**src/hdl/ntg_pkg.sv**
```systemverilog
`timescale 1ns / 1ps
// ----------------------------------------------------------------------------
// ntg_pkg: shared types and constants of the axis tick generator
// Widths of the internal datapath, the range descriptor carried by the
// queue, the divider request/response and the back-end sequencer states.
// ----------------------------------------------------------------------------
package ntg_pkg;

	localparam int unsigned WORD_W        = 32; // range ends and tick value
	localparam int unsigned NI_W          = 4;  // num_intervals
	localparam int unsigned NI_RESET      = 4;
	localparam int unsigned STEP_OUT_W    = 31; // nice_step port
	localparam int unsigned IDX_W         = 5;  // tick_index port
	localparam int unsigned CNT_W         = 6;  // tick counter, holds 32
	localparam int unsigned RESULT_CAP    = 32;
	localparam int unsigned RAW_W         = 33; // hi - lo and raw step
	localparam int unsigned STEP_W        = 34; // nice step, always < 2^33
	localparam int unsigned CUR_W         = 36; // tick position
	localparam int unsigned SC_W          = 44; // positions scaled by 100
	localparam int unsigned DIV_W         = 35; // divider operand width
	localparam int unsigned DIV_CNT_W     = 6;
	localparam int unsigned HI_CNT        = 27; // candidates 2, 5, 10, 20, ...
	localparam int unsigned LO_CNT        = 30; // candidates 1, .5, .25, .1, ...
	localparam int unsigned CAND_W        = 5;
	localparam int unsigned FIFO_DEPTH    = 2;
	localparam int unsigned MAX_TICKS_DEF = 32;
	localparam int unsigned FRAC_BITS_DEF = 16;

	typedef struct packed {
		logic signed [WORD_W-1:0] lo;
		logic signed [WORD_W-1:0] hi;
		logic [NI_W-1:0]          n;
		logic                     empty; // no interval or hi <= lo
	} range_desc_t;

	typedef struct packed {
		logic             start;
		logic [DIV_W-1:0] dividend;
		logic [DIV_W-1:0] divisor;
	} div_req_t;

	typedef struct packed {
		logic             done;
		logic [DIV_W-1:0] quo;
		logic [DIV_W-1:0] rem;
	} div_rsp_t;

	typedef enum logic [3:0] {
		ST_IDLE,
		ST_LOAD,
		ST_RAW_WAIT,
		ST_SEARCH,
		ST_SUM,
		ST_REM_START,
		ST_REM_WAIT,
		ST_ADJ1,
		ST_ADJ2,
		ST_BOUND,
		ST_SCALE,
		ST_FIRST,
		ST_TICKS,
		ST_EMPTY
	} back_state_t;

	function automatic logic signed [SC_W-1:0] mul100(input logic signed [SC_W-1:0] v);
		return (v <<< 6) + (v <<< 5) + (v <<< 2);
	endfunction

	function automatic logic signed [SC_W-1:0] mul65(input logic signed [SC_W-1:0] v);
		return (v <<< 6) + v;
	endfunction

endpackage

```
**src/hdl/ntg_fifo.sv**
```systemverilog
`timescale 1ns / 1ps
// ----------------------------------------------------------------------------
// ntg_fifo: short descriptor queue
// Register-based FIFO between the front end and the back end.
// ----------------------------------------------------------------------------
module ntg_fifo #(
	parameter int unsigned WIDTH = 8,
	parameter int unsigned DEPTH = 2
) (
	input  logic             clk,
	input  logic             arst_n,
	input  logic             push,
	input  logic [WIDTH-1:0] din,
	output logic             full,
	input  logic             pop,
	output logic [WIDTH-1:0] dout,
	output logic             empty
);

	localparam int unsigned PTR_W = (DEPTH > 1) ? $clog2(DEPTH) : 1;
	localparam int unsigned FILL_W = $clog2(DEPTH + 1);

	logic [WIDTH-1:0]  mem_q [DEPTH];
	logic [PTR_W-1:0]  wr_ptr_q;
	logic [PTR_W-1:0]  rd_ptr_q;
	logic [FILL_W-1:0] fill_q;
	logic              do_push;
	logic              do_pop;

	assign full    = (fill_q == FILL_W'(DEPTH));
	assign empty   = (fill_q == '0);
	assign do_push = push && !full;
	assign do_pop  = pop && !empty;
	assign dout    = mem_q[rd_ptr_q];

	always_ff @(posedge clk or negedge arst_n) begin
		if (!arst_n) begin
			wr_ptr_q <= '0;
			rd_ptr_q <= '0;
			fill_q   <= '0;
		end else begin
			if (do_push) begin
				wr_ptr_q <= (wr_ptr_q == PTR_W'(DEPTH - 1)) ? '0 : wr_ptr_q + 1'b1;
			end
			if (do_pop) begin
				rd_ptr_q <= (rd_ptr_q == PTR_W'(DEPTH - 1)) ? '0 : rd_ptr_q + 1'b1;
			end
			if (do_push && !do_pop) begin
				fill_q <= fill_q + 1'b1;
			end else if (do_pop && !do_push) begin
				fill_q <= fill_q - 1'b1;
			end
		end
	end

	always_ff @(posedge clk) begin
		if (do_push) begin
			mem_q[wr_ptr_q] <= din;
		end
	end

endmodule

```
**src/hdl/ntg_front.sv**
```systemverilog
`timescale 1ns / 1ps
// ----------------------------------------------------------------------------
// ntg_front: input side of the tick generator
// Holds num_intervals, accepts range transactions, flags the empty cases
// and pushes a descriptor into the queue.
// ----------------------------------------------------------------------------
module ntg_front import ntg_pkg::*; (
	input  logic                     clk,
	input  logic                     arst_n,
	input  logic                     cfg_we,
	input  logic [NI_W-1:0]          cfg_wdata,
	input  logic                     in_valid,
	output logic                     in_stall,
	input  logic signed [WORD_W-1:0] range_low,
	input  logic signed [WORD_W-1:0] range_high,
	output logic                     push,
	output range_desc_t              desc,
	input  logic                     queue_full
);

	logic [NI_W-1:0] num_intervals_q;

	always_ff @(posedge clk or negedge arst_n) begin
		if (!arst_n) begin
			num_intervals_q <= NI_W'(NI_RESET);
		end else if (cfg_we) begin
			num_intervals_q <= cfg_wdata;
		end
	end

	assign in_stall = queue_full;
	assign push     = in_valid && !queue_full;

	always_comb begin
		desc.lo    = range_low;
		desc.hi    = range_high;
		desc.n     = num_intervals_q;
		desc.empty = (num_intervals_q == '0) || (range_high <= range_low);
	end

endmodule

```
**src/hdl/ntg_divider.sv**
```systemverilog
`timescale 1ns / 1ps
// ----------------------------------------------------------------------------
// ntg_divider: radix-2 restoring divider
// Unsigned quotient and remainder, one bit per cycle; done pulses once the
// last quotient bit is in.
// ----------------------------------------------------------------------------
module ntg_divider import ntg_pkg::*; (
	input  logic     clk,
	input  logic     arst_n,
	input  div_req_t req,
	output div_rsp_t rsp
);

	logic                 busy_q;
	logic                 done_q;
	logic [DIV_CNT_W-1:0] cnt_q;
	logic [DIV_W-1:0]     rem_q;
	logic [DIV_W-1:0]     quo_q;
	logic [DIV_W-1:0]     dvs_q;
	logic [DIV_W:0]       trial;
	logic [DIV_W:0]       diff;
	logic                 ge;

	assign trial = {rem_q, quo_q[DIV_W-1]};
	assign diff  = trial - {1'b0, dvs_q};
	assign ge    = (trial >= {1'b0, dvs_q});

	always_ff @(posedge clk or negedge arst_n) begin
		if (!arst_n) begin
			busy_q <= 1'b0;
			done_q <= 1'b0;
			cnt_q  <= '0;
		end else begin
			done_q <= 1'b0;
			if (req.start) begin
				busy_q <= 1'b1;
				cnt_q  <= DIV_CNT_W'(DIV_W);
			end else if (busy_q) begin
				cnt_q <= cnt_q - 1'b1;
				if (cnt_q == DIV_CNT_W'(1)) begin
					busy_q <= 1'b0;
					done_q <= 1'b1;
				end
			end
		end
	end

	always_ff @(posedge clk) begin
		if (req.start) begin
			rem_q <= '0;
			quo_q <= req.dividend;
			dvs_q <= req.divisor;
		end else if (busy_q) begin
			rem_q <= ge ? diff[DIV_W-1:0] : trial[DIV_W-1:0];
			quo_q <= {quo_q[DIV_W-2:0], ge};
		end
	end

	always_comb begin
		rsp.done = done_q;
		rsp.quo  = quo_q;
		rsp.rem  = rem_q;
	end

endmodule

```
**src/hdl/ntg_back.sv**
```systemverilog
`timescale 1ns / 1ps
// ----------------------------------------------------------------------------
// ntg_back: step rounding and tick emission
// Sequencer that pops a descriptor, divides for the raw step, searches the
// nice-step candidates, places the first tick and streams the ticks out
// through a one-entry output register, or emits a single empty result.
// ----------------------------------------------------------------------------
module ntg_back import ntg_pkg::*; #(
	parameter int unsigned MAX_TICKS = MAX_TICKS_DEF,
	parameter int unsigned FRAC_BITS = FRAC_BITS_DEF
) (
	input  logic                     clk,
	input  logic                     arst_n,
	input  logic                     queue_empty,
	output logic                     pop,
	input  range_desc_t              desc,
	output div_req_t                 div_req,
	input  div_rsp_t                 div_rsp,
	output logic                     out_valid,
	input  logic                     out_stall,
	output logic signed [WORD_W-1:0] tick_value,
	output logic [STEP_OUT_W-1:0]    nice_step,
	output logic [IDX_W-1:0]         tick_index,
	output logic                     tick_valid,
	output logic                     last_tick
);

	localparam int unsigned LIMIT = (MAX_TICKS < RESULT_CAP) ? MAX_TICKS : RESULT_CAP;
	localparam logic [RAW_W-1:0] ONE = RAW_W'(1) << FRAC_BITS;

	// candidate tables: above one the step h/2 (3 for h = 5) wins once h << F
	// exceeds the raw step; below one the first m/dec with m << F <= 2*dec*r wins
	logic [63:0]       hi_thr  [HI_CNT];
	logic [STEP_W-1:0] hi_step [HI_CNT];
	logic [RAW_W-1:0]  lo_thr  [LO_CNT];
	logic [STEP_W-1:0] lo_step [LO_CNT];

	for (genvar g = 0; g < HI_CNT; g++) begin : g_hi
		localparam int HK = g / 3;
		localparam int HJ = g % 3;
		localparam logic [63:0] HD = 64'd2 * (64'd10 ** HK);
		localparam logic [63:0] HH = (HJ == 0) ? HD : ((HJ == 1) ? (HD * 5) / 2 : HD * 5);
		localparam logic [63:0] HS = ((HH == 64'd5) ? 64'd6 : HH) << (FRAC_BITS - 1);
		assign hi_thr[g]  = HH << FRAC_BITS;
		assign hi_step[g] = HS[STEP_W-1:0];
	end

	for (genvar g = 0; g < LO_CNT; g++) begin : g_lo
		localparam int LK = g / 3;
		localparam int LJ = g % 3;
		localparam logic [63:0] LM   = (LJ == 0) ? 64'd100 : ((LJ == 1) ? 64'd50 : 64'd25);
		localparam logic [63:0] LDEC = 64'd100 * (64'd10 ** LK);
		localparam logic [63:0] LT   = ((LM << FRAC_BITS) + 2 * LDEC - 1) / (2 * LDEC);
		localparam logic [63:0] LV   = ((LM << FRAC_BITS) + LDEC / 2) / LDEC;
		assign lo_thr[g]  = LT[RAW_W-1:0];
		assign lo_step[g] = LV[STEP_W-1:0];
	end

	back_state_t state_q, state_d;

	range_desc_t              desc_q;
	logic [RAW_W-1:0]         r_q;
	logic [CAND_W-1:0]        cand_q;
	logic [STEP_W-1:0]        step_q;
	logic signed [CUR_W-1:0]  x_q;
	logic signed [CUR_W-1:0]  cur_q;
	logic signed [SC_W-1:0]   p_q;
	logic signed [SC_W-1:0]   q_q;
	logic signed [SC_W-1:0]   b_q;
	logic signed [SC_W-1:0]   step100_q;
	logic signed [SC_W-1:0]   cur100_q;
	logic [CNT_W-1:0]         cnt_q;

	logic                     out_valid_q;
	logic signed [WORD_W-1:0] tick_value_q;
	logic [STEP_OUT_W-1:0]    nice_step_q;
	logic [IDX_W-1:0]         tick_index_q;
	logic                     tick_valid_q;
	logic                     last_tick_q;

	logic                     slot_free;
	logic                     above_one;
	logic                     hit_hi;
	logic                     hit_lo;
	logic                     pick;
	logic                     next_ok;
	logic                     load_tick;
	logic                     load_empty;
	logic [RAW_W-1:0]         span;
	logic signed [CUR_W-1:0]  abs_x;
	logic signed [CUR_W-1:0]  step_c;
	logic signed [CUR_W-1:0]  rem_c;
	logic signed [SC_W-1:0]   sc_step;
	logic signed [SC_W-1:0]   sc_lo;
	logic signed [SC_W-1:0]   sc_hi;
	logic signed [SC_W-1:0]   sc_cur;

	assign slot_free = !out_valid_q || !out_stall;
	assign above_one = (r_q >= ONE);
	assign hit_hi    = (hi_thr[cand_q] > {{(64 - RAW_W){1'b0}}, r_q});
	assign hit_lo    = (r_q >= lo_thr[cand_q]);
	assign pick      = above_one ? (hit_hi || (cand_q == CAND_W'(HI_CNT - 1)))
	                             : (hit_lo || (cand_q == CAND_W'(LO_CNT - 1)));
	assign next_ok   = ((cnt_q + 1'b1) < CNT_W'(LIMIT)) && ((cur100_q + step100_q) < b_q);

	assign span    = {desc_q.hi[WORD_W-1], desc_q.hi} - {desc_q.lo[WORD_W-1], desc_q.lo};
	assign abs_x   = x_q[CUR_W-1] ? -x_q : x_q;
	assign step_c  = {{(CUR_W - STEP_W){1'b0}}, step_q};
	assign rem_c   = {{(CUR_W - STEP_W){1'b0}}, div_rsp.rem[STEP_W-1:0]};
	assign sc_step = {{(SC_W - STEP_W){1'b0}}, step_q};
	assign sc_lo   = {{(SC_W - WORD_W){desc_q.lo[WORD_W-1]}}, desc_q.lo};
	assign sc_hi   = {{(SC_W - WORD_W){desc_q.hi[WORD_W-1]}}, desc_q.hi};
	assign sc_cur  = {{(SC_W - CUR_W){cur_q[CUR_W-1]}}, cur_q};

	always_ff @(posedge clk or negedge arst_n) begin
		if (!arst_n) begin
			state_q <= ST_IDLE;
		end else begin
			state_q <= state_d;
		end
	end

	always_comb begin
		state_d          = state_q;
		pop              = 1'b0;
		load_tick        = 1'b0;
		load_empty       = 1'b0;
		div_req.start    = 1'b0;
		div_req.dividend = {{(DIV_W - RAW_W){1'b0}}, span};
		div_req.divisor  = {{(DIV_W - NI_W){1'b0}}, desc_q.n};
		if (state_q == ST_REM_START) begin
			div_req.dividend = abs_x[DIV_W-1:0];
			div_req.divisor  = {{(DIV_W - STEP_W){1'b0}}, step_q};
		end
		case (state_q)
			ST_IDLE: begin
				if (!queue_empty) begin
					pop     = 1'b1;
					state_d = ST_LOAD;
				end
			end
			ST_LOAD: begin
				if (desc_q.empty) begin
					state_d = ST_EMPTY;
				end else begin
					div_req.start = 1'b1;
					state_d       = ST_RAW_WAIT;
				end
			end
			ST_RAW_WAIT: begin
				if (div_rsp.done) begin
					state_d = ST_SEARCH;
				end
			end
			ST_SEARCH: begin
				if (pick) begin
					state_d = ST_SUM;
				end
			end
			ST_SUM:       state_d = ST_REM_START;
			ST_REM_START: begin
				div_req.start = 1'b1;
				state_d       = ST_REM_WAIT;
			end
			ST_REM_WAIT: begin
				if (div_rsp.done) begin
					state_d = ST_ADJ1;
				end
			end
			ST_ADJ1:  state_d = ST_ADJ2;
			ST_ADJ2:  state_d = ST_BOUND;
			ST_BOUND: state_d = ST_SCALE;
			ST_SCALE: state_d = ST_FIRST;
			ST_FIRST: begin
				state_d = (cur100_q < b_q) ? ST_TICKS : ST_EMPTY;
			end
			ST_TICKS: begin
				if (slot_free) begin
					load_tick = 1'b1;
					if (!next_ok) begin
						state_d = ST_IDLE;
					end
				end
			end
			ST_EMPTY: begin
				if (slot_free) begin
					load_empty = 1'b1;
					state_d    = ST_IDLE;
				end
			end
			default: state_d = ST_IDLE;
		endcase
	end

	always_ff @(posedge clk) begin
		case (state_q)
			ST_IDLE: begin
				if (pop) begin
					desc_q <= desc;
				end
			end
			ST_RAW_WAIT: begin
				if (div_rsp.done) begin
					// a raw step below one LSB counts as one LSB
					r_q    <= (div_rsp.quo == '0) ? RAW_W'(1) : div_rsp.quo[RAW_W-1:0];
					cand_q <= '0;
				end
			end
			ST_SEARCH: begin
				if (pick) begin
					step_q <= above_one ? hi_step[cand_q] : lo_step[cand_q];
				end else begin
					cand_q <= cand_q + 1'b1;
				end
			end
			ST_SUM: begin
				x_q <= step_c + {{(CUR_W - WORD_W){desc_q.lo[WORD_W-1]}}, desc_q.lo};
			end
			ST_REM_WAIT: begin
				// x minus its truncating remainder: step * trunc(x / step)
				if (div_rsp.done) begin
					cur_q <= x_q[CUR_W-1] ? x_q + rem_c : x_q - rem_c;
				end
			end
			ST_ADJ1: begin
				p_q <= mul100(sc_cur - sc_lo);
				q_q <= mul65(sc_step);
			end
			ST_ADJ2: begin
				if (p_q < q_q) begin
					cur_q <= cur_q + step_c;
				end
			end
			ST_BOUND: begin
				b_q       <= mul100(sc_hi) - q_q;
				step100_q <= mul100(sc_step);
			end
			ST_SCALE: begin
				cur100_q <= mul100(sc_cur);
				cnt_q    <= '0;
			end
			ST_TICKS: begin
				if (slot_free) begin
					cur_q    <= cur_q + step_c;
					cur100_q <= cur100_q + step100_q;
					cnt_q    <= cnt_q + 1'b1;
				end
			end
			default: ;
		endcase
	end

	always_ff @(posedge clk or negedge arst_n) begin
		if (!arst_n) begin
			out_valid_q <= 1'b0;
		end else if (load_tick || load_empty) begin
			out_valid_q <= 1'b1;
		end else if (!out_stall) begin
			out_valid_q <= 1'b0;
		end
	end

	always_ff @(posedge clk) begin
		if (load_tick) begin
			tick_value_q <= cur_q[WORD_W-1:0];
			nice_step_q  <= (|step_q[STEP_W-1:STEP_OUT_W]) ? '1 : step_q[STEP_OUT_W-1:0];
			tick_index_q <= cnt_q[IDX_W-1:0];
			tick_valid_q <= 1'b1;
			last_tick_q  <= !next_ok;
		end else if (load_empty) begin
			tick_value_q <= '0;
			nice_step_q  <= '0;
			tick_index_q <= '0;
			tick_valid_q <= 1'b0;
			last_tick_q  <= 1'b1;
		end
	end

	assign out_valid  = out_valid_q;
	assign tick_value = tick_value_q;
	assign nice_step  = nice_step_q;
	assign tick_index = tick_index_q;
	assign tick_valid = tick_valid_q;
	assign last_tick  = last_tick_q;

endmodule

```
**src/hdl/nice_axis_tick_generator_top.sv**
```systemverilog
`timescale 1ns / 1ps
// ----------------------------------------------------------------------------
// nice_axis_tick_generator_top: axis tick generator
// Turns a Q(32-FRAC_BITS).FRAC_BITS value range into evenly spaced ticks at
// a rounded step.
// ----------------------------------------------------------------------------
// One range transaction yields a run of tick results, the last one flagged
// by last_tick, or a single result with tick_valid low when the range is
// empty, num_intervals is zero or no tick fits. Once a range leaves the
// queue, the raw-step division, the step candidate search, the first-tick
// remainder division (both divisions on one shared radix-2 divider) and the
// adjust, bound and scale steps come before its first tick is on the
// output; then one tick per cycle follows when the output is not stalled.
// Up to two further ranges are queued while a run is in progress.
// num_intervals (reset 4) is written through cfg_we/cfg_wdata; the user
// must write it only while the block is idle, which the block itself does
// not enforce.
// ----------------------------------------------------------------------------
module nice_axis_tick_generator_top import ntg_pkg::*; #(
	parameter int unsigned MAX_TICKS = MAX_TICKS_DEF,
	parameter int unsigned FRAC_BITS = FRAC_BITS_DEF
) (
	input  logic                     clk,
	input  logic                     arst_n,
	input  logic                     cfg_we,
	input  logic [NI_W-1:0]          cfg_wdata,
	input  logic                     in_valid,
	output logic                     in_stall,
	input  logic signed [WORD_W-1:0] range_low,
	input  logic signed [WORD_W-1:0] range_high,
	output logic                     out_valid,
	input  logic                     out_stall,
	output logic signed [WORD_W-1:0] tick_value,
	output logic [STEP_OUT_W-1:0]    nice_step,
	output logic [IDX_W-1:0]         tick_index,
	output logic                     tick_valid,
	output logic                     last_tick
);

	logic        push;
	logic        pop;
	logic        queue_full;
	logic        queue_empty;
	range_desc_t desc_in;
	range_desc_t desc_out;
	div_req_t    div_req;
	div_rsp_t    div_rsp;

	ntg_front u_front (
		.clk        (clk),
		.arst_n     (arst_n),
		.cfg_we     (cfg_we),
		.cfg_wdata  (cfg_wdata),
		.in_valid   (in_valid),
		.in_stall   (in_stall),
		.range_low  (range_low),
		.range_high (range_high),
		.push       (push),
		.desc       (desc_in),
		.queue_full (queue_full)
	);

	ntg_fifo #(
		.WIDTH ($bits(range_desc_t)),
		.DEPTH (FIFO_DEPTH)
	) u_fifo (
		.clk    (clk),
		.arst_n (arst_n),
		.push   (push),
		.din    (desc_in),
		.full   (queue_full),
		.pop    (pop),
		.dout   (desc_out),
		.empty  (queue_empty)
	);

	ntg_divider u_div (
		.clk    (clk),
		.arst_n (arst_n),
		.req    (div_req),
		.rsp    (div_rsp)
	);

	ntg_back #(
		.MAX_TICKS (MAX_TICKS),
		.FRAC_BITS (FRAC_BITS)
	) u_back (
		.clk         (clk),
		.arst_n      (arst_n),
		.queue_empty (queue_empty),
		.pop         (pop),
		.desc        (desc_out),
		.div_req     (div_req),
		.div_rsp     (div_rsp),
		.out_valid   (out_valid),
		.out_stall   (out_stall),
		.tick_value  (tick_value),
		.nice_step   (nice_step),
		.tick_index  (tick_index),
		.tick_valid  (tick_valid),
		.last_tick   (last_tick)
	);

endmodule
```
**config.mk**
```make
export PLATFORM = sky130hd
export DESIGN_NAME = nice_axis_tick_generator_top
export DESIGN_NICKNAME = d
export VERILOG_FILES = /design/src/hdl/ntg_pkg.sv /design/src/hdl/ntg_fifo.sv /design/src/hdl/ntg_front.sv /design/src/hdl/ntg_divider.sv /design/src/hdl/ntg_back.sv /design/src/hdl/nice_axis_tick_generator_top.sv
export SDC_FILE = /design/constraint.sdc
export NUM_CORES = 2
export LEC_CHECK = 0
export ABC_CLOCK_PERIOD_IN_PS = 18100
export BUFFER_PORTS_ARGS = -buffer_cell sky130_fd_sc_hd__buf_2
export CAP_MARGIN = 20
export CORE_ASPECT_RATIO = 1.5
export CORE_MARGIN = 5
export CORE_UTILIZATION = 35
export CTS_CLUSTER_SIZE = 8
export DETAILED_ROUTE_END_ITERATION = 10
export PLACE_DENSITY_LB_ADDON = 0.2
export REMOVE_ABC_BUFFERS = 1
export SLEW_MARGIN = 5
export SYNTH_ARGS = -nofsm -noshare
export SYNTH_HDL_FRONTEND = slang
export SYNTH_SLANG_ARGS = --single-unit
```
**constraint.sdc**
```tcl
create_clock -name clk -period 18.1 [get_ports clk]
set_input_delay 0.905 -clock clk [delete_from_list [all_inputs] [get_ports clk]]
set_output_delay 0.905 -clock clk [all_outputs]
set_load 0.005 [all_outputs]
```
==> results_dict.tcl <==
set metrics [dict create \
    status "finished clean" \
    path_class "reg2reg" \
    critPathBufInv 0 \
    layout_min_cycle_time_ns 7.36 \
    vias_per_cell 5.61 \
    rows 185 \
    setup_viol_count_final 0 \
    report.final.hold_viol_count 0 \
    die_w_um 347 \
    drive_above_1_share_pct 8.28 \
    nNetsFinal 7107 \
    cts_tree "yes" \
    drtPass1Iterations 7 \
    syn_area_per_cell_um2 9.84 \
    mostFrequentLayoutCell "edfxtp_1" \
    antenna_found_initial 16 \
    slew-limit-headroom_pct 24.2 \
    cts_sinks 759 \
    grt_start_max_net_pins 77 \
    fmax_ghz 0.136 \
    clk-insertion-delay-late_ns 0.77 \
    cpMaxStageDelayCell "a2111oi_0" \
    cts.path.max_buffers 3 \
    crit_path_start_kind "flip-flop" \
    worst_setup_path_end_kind "flip-flop" \
    worstPathMaxFanout 5 \
    nFillCells 16900 \
    htreeDepth 3 \
    finalWorstSetupSlack_ns 10.74 \
    die_y_um 516 \
    cpLargestDelayFamily "compound AO/OA/AOI/OAI gates" \
    ys_ff_latch 759 \
    cp_data_arrival_time_ns 7.86 \
    drv_slew 0 \
    gp_congestion 0.941 \
    root_buffer "clkbuf_16" \
    drtIter0Drc 2895 \
    post-dp-hpwl_mm 169 \
    max_stage_delay_ns 0.75 \
    async_reset_ff_share_pct 2.77 \
    die_area_um2 179000 \
    routed_wl_mm 214 \
    setup_tns_ns 0 \
    required_ns 18.60 \
    grt_first_pass_wirelength_mm 311 \
    ys_warn_count 0 \
    post-route-period-util_pct 40.7 \
    worst_slew_pin_slew_ns 1.13 \
    cts_buffers 107 \
    path_cells "ha_1 > nor2b_1 > o21ai_0 > a21boi_0 > o21ai_0 > a2111oi_0 > nor2_1 > a211oi_1 > a21o_1 > nor3_1 > nor2_1 > xor2_1 > fa_1 > ha_1 > nand2_1 > nor2_1 > nand4_1 > o21ai_1 > a41oi_1 > a311oi_1 > a21oi_1 > o21ai_0 > a21oi_1 > xnor2_1" \
    track_usage_pct 23.2 \
    ioPinCount 145 \
    layout_common_cells "edfxtp_1, ha_1, a21oi_1" \
    wl_per_cell_um 25.1 \
    initial_core_util_pct 35.2 \
    netlist_area_um2 59800 \
    syn_inst 6072 \
    clkTransAtPathRegs_ns 0.06 \
    pre_cts_ws_ns 10.88 \
    synth_ff_type "edfxtp_1" \
    hold_class "in2async" \
    grt_overflow_total 0 \
    ctsHoldBuffers 0 \
    post_cts_buffers 0 \
    seq_area_frac_synth_pct 37.4 \
    fin_skew_ns 0.0514 \
    cts-resized-gates 0 \
    vias 47900 \
    core_area_um2 170000 \
    synth_cell_types 91 \
    rsz0062_at_grt "no" \
    grt_pass1_vias 49600 \
    max_cap_viol_count 0 \
    drc 0 \
    synth_edf_count 702 \
    drtAntennaViolNets 0 \
    areaGrowthSynthToFinish_pct 11.2 \
    port_buffers 144 \
]
==> worst reg2reg max path: stages, from the launching register on <==
cell	delay, ns
edfxtp_1	0.53
ha_1	0.34
nor2b_1	0.12
o21ai_0	0.09
a21boi_0	0.33
o21ai_0	0.27
a2111oi_0	0.75
nor2_1	0.17
a211oi_1	0.44
a21o_1	0.22
nor3_1	0.06
nor2_1	0.27
xor2_1	0.34
fa_1	0.47
ha_1	0.36
nand2_1	0.12
nor2_1	0.17
nand4_1	0.16
o21ai_1	0.56
a41oi_1	0.25
a311oi_1	0.45
a21oi_1	0.16
o21ai_0	0.22
a21oi_1	0.13
xnor2_1	0.14
==> worst paths after layout <==
| kind | from | to | slack [ns] | depth (start not counted) |
|---|---|---|---|---|
| min reg2reg | u_back.q_q[0]$_DFFE_PP_ | u_back.b_q[0]$_DFFE_PP_ | 0.48 | 0 |
| max reg2reg | u_back.cur_q[1]$_DFFE_PP_ | u_back.p_q[40]$_DFFE_PP_ | 10.74 | 24 |
| max in group asynchronous | arst_n | u_fifo.rd_ptr_q$_DFFE_PN0P_ | 17.41 | 1 |
| max | u_back.cur_q[1]$_DFFE_PP_ | u_back.p_q[40]$_DFFE_PP_ | 10.74 | 24 |
| min | arst_n | u_back.out_valid$_DFFE_PN0P_ | 0.17 | 1 |
| min in group clk | range_high[26] | u_fifo.mem_q[1][31]$_DFFE_PP_ | 0.35 | 1 |
==> cell usage after synthesis, types with 72 or more instances <==
cell type	count	share of area (%)
a21o_1	314	3.9
a21oi_1	526	4.4
a31oi_1	81	0.85
and2_1	72	0.75
and3_1	87	0.91
clkbuf_1	151	0.95
edfxtp_1	702	35
fa_1	112	3.8
ha_1	688	14
inv_1	417	2.6
mux2_2	79	1.5
nand2_1	410	2.6
nand2b_1	74	0.77
nand3_1	105	0.88
nor2_1	418	2.6
nor2b_1	81	0.85
nor3_1	97	0.81
o21ai_0	327	2.7
xnor2_1	302	4.4
xor2_1	197	2.9
==> logic make-up (layout without fill, tap and decap cells) <==
| logic type | count (synthesis) | count (layout) | share of synthesized area, % |
|---|---|---|---|
| other cells | 0 | 9 | 0 |
| flops | 759 | 759 | 37.4 |
| xor+xnor | 499 | 499 | 7.31 |
| mux | 107 | 107 | 1.96 |
| compound gates | 1735 | 1735 | 18.5 |
| fa+ha+maj | 800 | 800 | 18.2 |
| simple gates | 1583 | 1583 | 13.0 |
| buf+inv | 589 | 810 | 3.71 |
==> per-layer routing <==
layer	share of wire, %	vias to the layer above	track usage (%)
met2	51	1329	42.8
met3	4.5	472	2.76
met4	6.5	8	13.5
met1	38	23400	25.6
met5	0.024	-	0
li1	-	22700	-
==> state kept, by name, summed over array words and instances, names as in the netlist, 31 cells and up <==
register,count
u_div.quo_q,35
u_back.q_q,41
u_back.step_q,33
u_back.tick_value,32
u_fifo.mem_q,138
u_back.nice_step,31
u_div.rem_q,35
u_back.x_q,36
u_back.step100_q,40
u_back.desc_q,69
u_back.cur100_q,42
u_back.b_q,44
u_div.dvs_q,33
u_back.r_q,33
u_back.cur_q,36
u_back.p_q,42
==> metrics by stage <==
stage                     instances  util [%]  area [um^2]  hold WS, ns
after floorplan                5901         -        59100        0.439
after global placement         8367      37.3        63400        0.466
after detailed placement       8369      37.3        63400        0.473
after CTS                      8537      39.2        66500        0.144
after global routing           8538      39.2        66500        0.210
final                          8546      39.2        66500        0.171
==> layout make-up <==
cell class / count / area (um^2) / area share [%]
repair buffers: 224 / 1320 / 1.98
multi-input cells: 4724 / 35300 / 53.2
clock inverters: 13 / 211 / 0.318
clock buffers: 155 / 2880 / 4.33
diodes: 9 / 22.5 / 0.0339
inverters: 418 / 1570 / 2.36
well taps: 2244 / 2810 / 4.22
flip-flops and latches: 759 / 22300 / 33.6
Power is not shown: default switching activity piles up to over one toggle a cycle in this logic, so the estimate is an artifact.
